`src/hdl/rti_div.sv`:
```
// ============================================================================
// rti_div: pipelined restoring divider
// One quotient bit per stage; the starting remainder must be below the divisor.
// ============================================================================
module rti_div #(
  parameter int DW = 8,
  parameter int QW = 8
) (
  input  logic          clk,
  input  logic          en,
  input  logic [DW-1:0] rem_i,
  input  logic [QW-1:0] lo_i,
  input  logic [DW-1:0] dv_i,
  output logic [QW-1:0] q_o
);

  logic [DW-1:0] rem_s [QW+1];
  logic [DW-1:0] dv_s  [QW+1];
  logic [QW-1:0] lo_s  [QW+1];
  logic [QW-1:0] q_s   [QW+1];

  assign rem_s[0] = rem_i;
  assign dv_s[0]  = dv_i;
  assign lo_s[0]  = lo_i;
  assign q_s[0]   = '0;

  for (genvar gi = 0; gi < QW; gi++) begin : g_stage
    logic [DW:0]   trial;
    logic [DW:0]   diff;
    logic          take;
    logic [DW-1:0] rem_r;
    logic [DW-1:0] dv_r;
    logic [QW-1:0] lo_r;
    logic [QW-1:0] q_r;

    always_comb begin
      trial = {rem_s[gi], lo_s[gi][QW-1]};
      diff  = trial - {1'b0, dv_s[gi]};
      take  = trial >= {1'b0, dv_s[gi]};
    end

    always_ff @(posedge clk) begin
      if (en) begin
        rem_r <= take ? diff[DW-1:0] : trial[DW-1:0];
        dv_r  <= dv_s[gi];
        lo_r  <= lo_s[gi] << 1;
        q_r   <= {q_s[gi][QW-2:0], take};
      end
    end

    assign rem_s[gi+1] = rem_r;
    assign dv_s[gi+1]  = dv_r;
    assign lo_s[gi+1]  = lo_r;
    assign q_s[gi+1]   = q_r;
  end

  assign q_o = q_s[QW];

endmodule

```
`config.mk`:
```
export PLATFORM = sky130hd
export DESIGN_NAME = rti_div
export DESIGN_NICKNAME = d
export VERILOG_FILES = /design/src/hdl/rti_div.sv
export SDC_FILE = /design/constraint.sdc
export NUM_CORES = 1
export LEC_CHECK = 0
export ABC_CLOCK_PERIOD_IN_PS = 3100
export BUFFER_PORTS_ARGS = -buffer_cell sky130_fd_sc_hd__buf_2
export CORE_MARGIN = 4
export CORE_UTILIZATION = 55
export DETAILED_ROUTE_END_ITERATION = 7
export PLACE_DENSITY = 0.72
export SLEW_MARGIN = 20
export SYNTH_ARGS = -nofsm -noshare
export SYNTH_HDL_FRONTEND = slang
export SYNTH_SLANG_ARGS = --single-unit
```
`constraint.sdc`:
```
create_clock -name clk -period 3.1 [get_ports clk]
set_input_delay 0 -clock clk [delete_from_list [all_inputs] [get_ports clk]]
set_output_delay 0 -clock clk [all_outputs]
set_load 0.01 [all_outputs]
```
Word-level counts from Yosys, hierarchy flattened
Index checks and enable logic that the tools add are counted.

Output and inout bits: 8. Flip-flop bits (word level): 176.

Muxes and demuxes: 7. Order comparisons: 8. $add $sub $neg: 7.

Operator list (number): 9-bit by 8-bit >= comparator with 1-bit output (8); 8-bit 2-to-1 mux (7); 8-bit subtractor (7).

Longest topological paths before layout
Gate-level depths: netlist of the first run.

Depth after elaboration: 2. Mapped depth: 8. Depth with buffers taken out: 8.

Worst setup path before layout of the first run
Ideal clock, no wire load.

Path type: register -> register. Start point: register g_stage[5].rem_r[2]. End point: register g_stage[6].rem_r[2], data pin. Data required time: 2.840 ns. Data arrival time: 1.957 ns. Stages on the path, launching flop included: 6. Setup time: 0.260 ns. Buffers on the path: 0. Path slack: 0.883 ns. Period minus slack after synthesis: 2.217 ns. Cell sequence: edfxtp_1 > ha_1 > a21o_1 > a221o_1 > a21oi_4 > mux2_4.

Cells in the longest elaborated chain, start to end: 2.

RTL lines: start, declared (line 31) `logic [DW-1:0] rem_r;`; start signal, assigned (line 44) `rem_r <= take ? diff[DW-1:0] : trial[DW-1:0];`; 9-bit by 8-bit >= comparator with 1-bit output (line 39) `take = trial >= {1'b0, dv_s[gi]};`; 8-bit 2-to-1 mux (line 44); end signal, assigned (line 44); end, declared (line 31).

Every way passes these cells. A chain may end at the register's enable or synchronous reset.

Worst setup path in the final report of the first run
Start point: register g_stage[5].rem_r[2]. End point: register g_stage[6].rem_r[5], data pin.

Cells in the longest elaborated chain, start to end: 2.

RTL lines (line): 8-bit subtractor or 9-bit by 8-bit >= comparator with 1-bit output (tied branches) (38, 39); 8-bit 2-to-1 mux (*) (44).

Every way passes the cells marked *; elsewhere a longest branch is shown, timed or not.

==> reports/results.tsv, run 1 <==
metric	value	unit
status	finished clean	
initial drt markers	247	
CP Class	flip-flop to flip-flop	
DRT Pass-1 Iters	4	
sequential area share after synthesis	60.18	%
Post-DP Area	9249	um^2
Pwr Total	7954	uW
synth-to-layout area growth	14.45	%
CTS tree	yes	
post-layout minimum cycle time	2.404	ns
Synth Flop Type	edfxtp_1	
Worst VDD drop	0.0004440	V
Worst Setup SP	g_stage[5].rem_r[2]	
total global routing overflow	0	
nature of the critical path endpoint	flip-flop	
wire per inst	15.53	um
Via density	5.432	
max-cap viol count	0	
Pwr Density	791.3	nW/um^2
routability cong.	0.9487	
via count	5242	
Worst-Skew Late Latency	0.43	ns
Critical Path RT	3.27	ns
setup TNS	0	ns
share of cells above drive strength 1	14.19	%
# clock sinks	176	
Worst EP arrival	2.58	ns
CP startpoint kind	flip-flop	
Post-Syn Nets	763	
cell area after synthesis	8782	um^2
CTS Root Cell	clkbuf_16	
Detail Placement HPWL	10770	um
Synth Area per Inst	13.19	um^2
mux contribution to synthesized area	3.804	%
HP Class	input pin to flip-flop	
switch share	31.37	%
worst relative slew slack	55.77	%
antenna diode count	0	
chip width	134.4	um
Worst Max-Slew Pin Slew	0.6635	ns
Worst Skew	0.01444	ns
reg2reg setup slack	0.70	ns
placement-stage worst setup slack	0.7014	ns
number of synthesized flops with an enable pin	176	
fill cell count	1128	
YS warnings	0	
period utilization	77.56	%
Flop pwr share	43.0	%
cells after synthesis	666	
Fmax	415.9	MHz
Post-synth ARST share	0	%
Reg-to-Reg Start	g_stage[5].rem_r[2]	
max-slew violation count	0	
post-CTS sizing	0	
CTS Buf Count	17	
Synth Register Bits	176	
Die ar.	18050	um^2
CTS max path bufs	2	
DRT Wirelength	14990	um
Boundary Pins	34	
clock share of power	25.6	%
Finished Cell Area	10050	um^2
Int Pwr	5459	uW
area fraction in compound gates after synthesis	11.98	%
combinational power share	31.4	%
antenna-violating nets left	0	
drt drc	0	
Leak	0.004022	uW
area share of xor/xnor cells in the synthesized design	2.094	%
port buffer count	33	
Post-Synth Adder-Cell Area	10.71	%
largest net degree at the start of global routing	71	
Final nets	838	
H-tree levels	4	
Clock transition at path regs	0.08	ns
RSZ-0062 raised after global routing	false	
most frequent cells in the layout	edfxtp_1 (176), inv_1 (87), ha_1 (64)	
Rows	45	
Psw	2495	uW
final core utilization	65.15	%
final setup violation count	0	
Fin. Hold Viols	0	
library cells used by synthesis	51	
Starting Density	56.93	%
antenna violations before repair	0	
crit path max fanout	8	
simple logic cell fraction of the synthesized area	7.209	%
largest family of logic cells by synthesized area	compound AO/OA/AOI/OAI gates	
CORE AREA	15430	um^2
commonest non-fill, non-tap cell in the layout	edfxtp_1	
first-pass GRT wire length	25390	um
Die Y	134.4	um
worst flop-to-flop path endpoint	g_stage[6].rem_r[5]	
Worst Slack Setup Final	0.6957	ns
Reg2Reg Depth	5	
GRT Overall Usage	17.77	%
vias in the first global route	5499	
crit path to	g_stage[6].rem_r[5]	
[sequential cells by signal, summed over array words and instances, names as in the netlist]
signal         flops
g_stage.lo_r      28
q_o                8
g_stage.q_r       28
g_stage.rem_r     56
g_stage.dv_r      56
[through the flow]
step | cells | hold slack, ns
2_1_floorplan | 666 | 0.09887
3_3_place_gp | 910 | 0.1765
3_5_place_dp | 910 | 0.1781
4_1_cts | 965 | 0.07587
5_1_grt | 965 | 0.08712
6_report | 965 | 0.05575
[power by group through the flow]
stage | clock (uW) | sequential [uW] | combinational (uW)
2_1_floorplan | 0 | 3390 | 1930
3_3_place_gp | 0 | 3460 | 2330
3_5_place_dp | 0 | 3470 | 2460
4_1_cts | 2080 | 3420 | 2500
5_1_grt | 2190 | 3460 | 2800
6_report | 2030 | 3420 | 2500
[Yosys cell counts (9+ instances only)]
| library cell | count | share of area [%] |
|---|---|---|
| nand2_1 | 34 | 1.5 |
| nor3_1 | 9 | 0.51 |
| nor2_1 | 17 | 0.73 |
| mux2_2 | 15 | 1.9 |
| inv_1 | 87 | 3.7 |
| ha_1 | 64 | 9.1 |
| mux2i_1 | 9 | 1.0 |
| xor2_1 | 10 | 1.0 |
| nand3_1 | 12 | 0.68 |
| a21o_1 | 13 | 1.1 |
| o21ai_0 | 46 | 2.6 |
| o21a_1 | 11 | 0.94 |
| a21oi_1 | 38 | 2.2 |
| nand2b_1 | 10 | 0.71 |
| nor2b_1 | 9 | 0.64 |
| xnor2_1 | 11 | 1.1 |
| edfxtp_1 | 176 | 60 |
[worst max-delay path, stage by stage (launching register included)]
cell and delay, ns:
edfxtp_1 0.40, ha_1 0.38, and3_1 0.22, a221o_1 0.42, a21oi_4 0.38, mux2_4 0.33
[logic make-up after synthesis]
family                     Yosys count
DFF                                176
AOI/OAI and AO/OA                  156
and+or+nand+nor                    120
buffers and inverters               93
adders and majority gates           71
muxes                               29
xor gates and xnor gates            21
[routing by layer]
metal | GRT usage [%] | vias up | wire length [um]
met4 | 6.109 | 0 | 265
li1 | - | 2623 | -
met3 | 4.651 | 14 | 338
met1 | 20.65 | 2526 | 6477
met2 | 31.87 | 79 | 7904
met5 | 0 | - | 0
[final cells by class]
class	count	area (um^2)	share of cell area (%)
sequential	176	5285	52.58
tap	211	264.0	2.627
multi-input combinational	397	3144	31.28
clock buffer	17	425.4	4.233
timing repair buffer	62	459.2	4.569
clock inverter	15	146.4	1.456
inverter	87	326.6	3.249
[worst min path at each step]
| stage | from | to | slack [ns] | cells after the start |
|---|---|---|---|---|
| floorplan | dv_i[0] | g_stage[0].dv_r[0] | 0.1 | 0 |
| global placement | lo_i[0] | g_stage[0].lo_r[1] | 0.18 | 1 |
| detailed placement | lo_i[0] | g_stage[0].lo_r[1] | 0.18 | 1 |
| CTS | en | g_stage[0].lo_r[7] | 0.08 | 1 |
| global route | en | g_stage[0].dv_r[2] | 0.09 | 1 |
| finish | en | g_stage[0].dv_r[2] | 0.06 | 1 |
[timing repair]
action,CTS,global route
buffers inserted,0,0
hold buffers,23,0
hold endpoints to repair,23,0
Power figures use the tool's default switching activity.
==> inputs of run 2 (changes only) <==
--- a/config.mk
+++ b/config.mk
@@ -5,7 +5,7 @@
 export SDC_FILE = /design/constraint.sdc
 export NUM_CORES = 1
 export LEC_CHECK = 0
-export ABC_CLOCK_PERIOD_IN_PS = 3100
+export ABC_CLOCK_PERIOD_IN_PS = 2400
 export BUFFER_PORTS_ARGS = -buffer_cell sky130_fd_sc_hd__buf_2
 export CORE_MARGIN = 4
 export CORE_UTILIZATION = 55
==> constraint.sdc (replaced) <==
create_clock -name clk -period 2.4 [get_ports clk]
set_input_delay 0 -clock clk [delete_from_list [all_inputs] [get_ports clk]]
set_output_delay 0 -clock clk [all_outputs]
set_load 0.01 [all_outputs]
==> reports/results.tsv, run 2 (synthesis gave the netlist of run 1 again) <==
metric	value	unit	change
total stage count of the critical path	7		+2
Finished Cell Area	10160	um^2	+1.0%
post-layout minimum cycle time	2.290	ns	-0.1147 ns
wire per inst	15.49	um	-0.24%
post-CTS sizing	0		unchanged
DRT Wirelength	15040	um	+0.38%
Worst Max-Slew Pin Slew	0.6026	ns	-0.06085 ns
biggest registers after layout	g_stage.dv_r (56), g_stage.rem_r (56)		
port buffer count	33		unchanged
sequence of cells on the critical path	ha_1, fa_1, nor2b_1, o31a_1, or4_1, nand3_1, mux2_2		
Via density	5.494		+1.1%
commonest non-fill, non-tap cell in the layout	edfxtp_1		
Pwr Density	1038	nW/um^2	+31%
final setup violation count	0		unchanged
setup TNS	0	ns	unchanged
hold depth	1		unchanged
H-tree levels	4		unchanged
via count	5335		+1.8%
Starting Density	56.93	%	unchanged
max-slew violation count	0		unchanged
status	finished clean		
most frequent cells in the layout	edfxtp_1 (176), inv_1 (87), ha_1 (64)		
crit path max fanout	3		-5
Leak	0.004080	uW	+1.5%
Worst VDD drop	0.0005359	V	+21%
Worst Skew	0.01552	ns	+0.001081 ns
Fmax	436.8	MHz	+5.0%
chip width	134.4	um	unchanged
CTS max path bufs	2		unchanged
Fin. Hold Viols	0		unchanged
HP Class	input pin to flip-flop		
Reg2Reg Depth	7		+2
Rows	45		unchanged
antenna diode count	0		unchanged
Worst-Skew Late Latency	0.43	ns	about the same
CORE AREA	15430	um^2	unchanged
drt drc	0		unchanged
Clock transition at path regs	0.07	ns	about the same
Boundary Pins	34		unchanged
antenna violations before repair	0		unchanged
routability cong.	0.9310		-1.9%
CP Class	flip-flop to flip-flop		
synth-to-layout area growth	15.64	%	
CTS Buf Count	17		unchanged
Crit-path slowest cell	edfxtp_1		
DRT Pass-1 Iters	4		unchanged
# clock sinks	176		unchanged
worst relative slew slack	59.82	%	+4.1 points
max-cap viol count	0		unchanged
GRT Overall Usage	18.05	%	+0.28 points
RSZ-0062 raised after global routing	false		
largest net degree at the start of global routing	63		-11%
Worst EP arrival	2.46	ns	-0.12 ns
Die Y	134.4	um	unchanged
Critical Path RT	2.57	ns	-0.70 ns
first-pass GRT wire length	26080	um	+2.7%
CTS Root Cell	clkbuf_16		
vias in the first global route	5494		-0.091%
Detail Placement HPWL	10870	um	+0.96%
initial drt markers	401		+62%
nature of the critical path endpoint	flip-flop		
antenna-violating nets left	0		unchanged
fin cells	971		+0.62%
CP startpoint kind	flip-flop		
Cells after DPL	915		+0.55%
share of cells above drive strength 1	15.00	%	+0.81 points
CP peak stage delay	0.45	ns	+0.03 ns
worst path bufs/invs	0		unchanged
CTS tree	yes		
Final nets	844		+0.72%
Post-DP Area	9286	um^2	+0.41%
total global routing overflow	0		unchanged
Die ar.	18050	um^2	unchanged
period utilization	95.40	%	+18 points
Worst path top cell family by delay	adder cells		
run 2: cell count changes in the layout (fill, tap and decap cells not counted), sizes merged:
cell      previous run  this run
clkinvlp             1         0
buf                 39        45
bufinv               0         1
run 2: stage by stage:
| step | setup WS (ns) | hold slack (ns) | util, % | total power [uW] |
|---|---|---|---|---|
| floorplan | 0.1829 | 0.09887 | - | 6869 |
| CTS | 0.05578 | 0.04552 | 65.70 | 10550 |
| finish | 0.1104 | 0.04390 | 65.83 | 10540 |
| detailed placement | 0.06864 | 0.1781 | 60.19 | 7679 |
| global placement | 0.1064 | 0.1763 | 60.19 | 7539 |
| global route | 0.02087 | 0.06461 | 65.83 | 11200 |
run 2: worst paths after layout:
path / end / startpoint / slack, ns
hold reg to reg: g_stage[5].lo_r[6] / g_stage[4].lo_r[5] / 0.42
setup / recovery: g_stage[4].rem_r[6] / g_stage[3].dv_r[0] / 0.11
setup reg to reg: g_stage[4].rem_r[6] / g_stage[3].dv_r[0] / 0.11
hold / removal: g_stage[0].lo_r[6] / en / 0.04
run 2: metal layers:
layer / vias to the layer above / GRT usage (%) / share of wire (%)
met1: 2573 / 21.61 / 42
met5: - / 0 / 0
met2: 108 / 32.51 / 53
met3: 16 / 3.338 / 3.4
met4: 0 / 6.618 / 1.6
li1: 2638 / - / -
run 2: layout make-up:
| cell class | instances | area, um^2 |
|---|---|---|
| timing repair buffer | 68 | 516.7 |
| inverter | 87 | 326.6 |
| clock inverter | 15 | 193.9 |
| sequential | 176 | 5285 |
| tap | 211 | 264.0 |
| multi-input combinational | 397 | 3144 |
| clock buffer | 17 | 425.4 |
| fill | 1148 | 5271 |
run 2: repair_timing:
| item | 4_1_cts | 5_1_grt |
|---|---|---|
| hold buffers | 23 | 0 |
| endpoints found under the hold margin | 23 | 0 |
| setup endpoints to repair | 0 | 14 |
| setup buffers | 0 | 1 |
run 2: power by group:
part / total [uW] / internal (uW) / switching (uW)
Combinational: 3300 / 1600 / 1700
Sequential: 4420 / 4150 / 269
Clock: 2820 / 1510 / 1310
==> inputs of run 3 (changes only) <==
==> constraint.sdc (replaced) <==
create_clock -name clk -period 2.4 [get_ports clk]
set_input_delay 0.24 -clock clk [delete_from_list [all_inputs] [get_ports clk]]
set_output_delay 0.24 -clock clk [all_outputs]
set_load 0.01 [all_outputs]
==> reports/results.tsv, run 3 (synthesis gave the netlist of run 1 again) <==
metric	value	unit	change
status	finished clean		
share of cells above drive strength 1	15.63	%	+0.63 points
Worst EP arrival	2.49	ns	+0.03 ns
max-cap viol count	0		unchanged
Clock transition at path regs	0.07	ns	about the same
antenna diode count	0		unchanged
Flop pwr share	42.1	%	+0.2 points
CP peak stage delay	0.40	ns	-0.05 ns
CTS Root Cell	clkbuf_16		
DRT Wirelength	15180	um	+0.90%
DRT Pass-1 Iters	4		unchanged
clock share of power	26.1	%	-0.7 points
most frequent cells in the layout	edfxtp_1 (176), inv_1 (87), ha_1 (63)		
post-layout minimum cycle time	2.311	ns	+0.02111 ns
Via density	5.540		+0.84%
Hold WS	0.02222	ns	-0.02169 ns
CP startpoint kind	flip-flop		
antenna violations before repair	0		unchanged
Fin. Hold Viols	0		unchanged
H-tree levels	4		unchanged
CTS max path bufs	2		unchanged
HP Class	input pin to flip-flop		
CP Class	flip-flop to flip-flop		
Multi-input gate area	3158	um^2	+0.44%
CORE AREA	15430	um^2	unchanged
port buffer count	33		unchanged
total global routing overflow	0		unchanged
Worst Max-Slew Pin Slew	0.5245	ns	-0.07816 ns
Pwr Density	1042	nW/um^2	+0.42%
RSZ-0062 raised after global routing	false		
Final nets	839		-0.59%
Finished Cell Area	10080	um^2	-0.73%
Worst Skew	0.01116	ns	-0.004359 ns
Detail Placement HPWL	11040	um	+1.5%
crit path max fanout	8		+5
final setup violation count	0		unchanged
chip width	134.4	um	unchanged
sequence of cells on the critical path	ha_1, a21o_1, a21oi_1, o21ai_1, a41oi_4, mux2_2		
largest net degree at the start of global routing	55		-13%
commonest non-fill, non-tap cell in the layout	edfxtp_1		
Post-DP Area	9306	um^2	+0.22%
# clock sinks	176		unchanged
drt drc	0		unchanged
antenna-violating nets left	0		unchanged
biggest registers after layout	g_stage.dv_r (56), g_stage.rem_r (56)		
period utilization	96.28	%	+0.88 points
GRT Overall Usage	18.36	%	+0.30 points
Pwr Total	10510	uW	-0.31%
max-slew violation count	0		unchanged
fill cell count	1152		+0.35%
Boundary Pins	34		unchanged
Int Pwr	7245	uW	-0.19%
CTS Buf Count	17		unchanged
Fmax	432.8	MHz	-0.91%
Worst VDD drop	0.0005162	V	-3.7%
combinational power share	31.8	%	+0.5 points
Starting Density	56.93	%	unchanged
Critical Path RT	2.58	ns	about the same
first-pass GRT wire length	26200	um	+0.48%
CTS tree	yes		
worst relative slew slack	64.66	%	+4.8 points
Leak	0.004053	uW	-0.66%
Crit-path slowest cell	edfxtp_1		
Psw	3260	uW	-0.58%
Worst-Skew Late Latency	0.44	ns	about the same
Die ar.	18050	um^2	unchanged
via count	5352		+0.32%
Cells after DPL	916		+0.11%
routability cong.	0.9099		-2.3%
setup TNS	0	ns	unchanged
initial drt markers	353		-12%
Seq. cell area	5285	um^2	unchanged
wire per inst	15.71	um	+1.4%
switch share	31.03	%	-0.083 points
Rows	45		unchanged
Die Y	134.4	um	unchanged
synth-to-layout area growth	14.80	%	
fin cells	966		-0.51%
nature of the critical path endpoint	flip-flop		
vias in the first global route	5607		+2.1%
## run 3: cell count changes in the layout (fill, tap and decap cells not counted), sizes merged
cell	delta
dlygate4sd3	-9
inv	+3
clkbuf	+1
buf	+4
clkinv	-4
## run 3: critical path: cells and delay by family, from the launching register on
| family | cells | cell delay, ns |
|---|---|---|
| flops | 1 | 0.40 |
| mux | 1 | 0.39 |
| compound gates | 4 | 0.89 |
| fa+ha+maj | 1 | 0.38 |
## run 3: timing repair
action,in CTS,in global routing
resized for setup,0,2
setup endpoints to repair,0,22
hold buffers,14,0
setup buffers,0,4
hold endpoints to repair,14,0
## run 3: routing by layer
metal | vias to the layer above | GRT usage (%) | routed length (um)
met3 | 40 | 3.301 | 496
met1 | 2568 | 21.67 | 6286
met2 | 122 | 31.70 | 7771
li1 | 2622 | - | -
met5 | - | 0 | 0
met4 | 0 | 10.29 | 626
## run 3: area by class of cell
| class | instances | share of cell area (%) |
|---|---|---|
| clock inverter | 14 | 1.613 |
| clock buffer | 18 | 4.257 |
| multi-input combinational | 397 | 31.32 |
| inverter | 87 | 3.239 |
| tap | 211 | 2.619 |
| timing repair buffer | 63 | 4.530 |
| sequential | 176 | 52.42 |
## run 3: path summary, 6_finish.rpt
check | start | to | slack, ns | depth (start not counted)
max | g_stage[1].rem_r[2] | g_stage[2].rem_r[4] | 0.09 | 6
min | dv_i[1] | g_stage[0].dv_r[1] | 0.02 | 1
max reg2reg | g_stage[1].rem_r[2] | g_stage[2].rem_r[4] | 0.09 | 6
min reg2reg | g_stage[4].q_r[3] | g_stage[5].q_r[4] | 0.42 | 0
## run 3: power by group through the flow
stage	logic [uW]	registers [uW]	clock network, uW
2_1_floorplan	2490	4370	0
3_3_place_gp	3080	4470	0
3_5_place_dp	3210	4490	0
4_1_cts	3270	4420	2810
5_1_grt	3750	4470	2950
6_report	3340	4420	2750
## run 3: stage by stage
| stage | setup slack [ns] | util [%] |
|---|---|---|
| final | 0.08928 | 65.35 |
| after global routing | 0.002214 | 65.35 |
| after CTS | 0.02954 | 65.07 |
| after detailed placement | 0.04121 | 60.32 |
| after global placement | 0.08845 | 60.32 |
| after floorplan | 0.1829 | - |
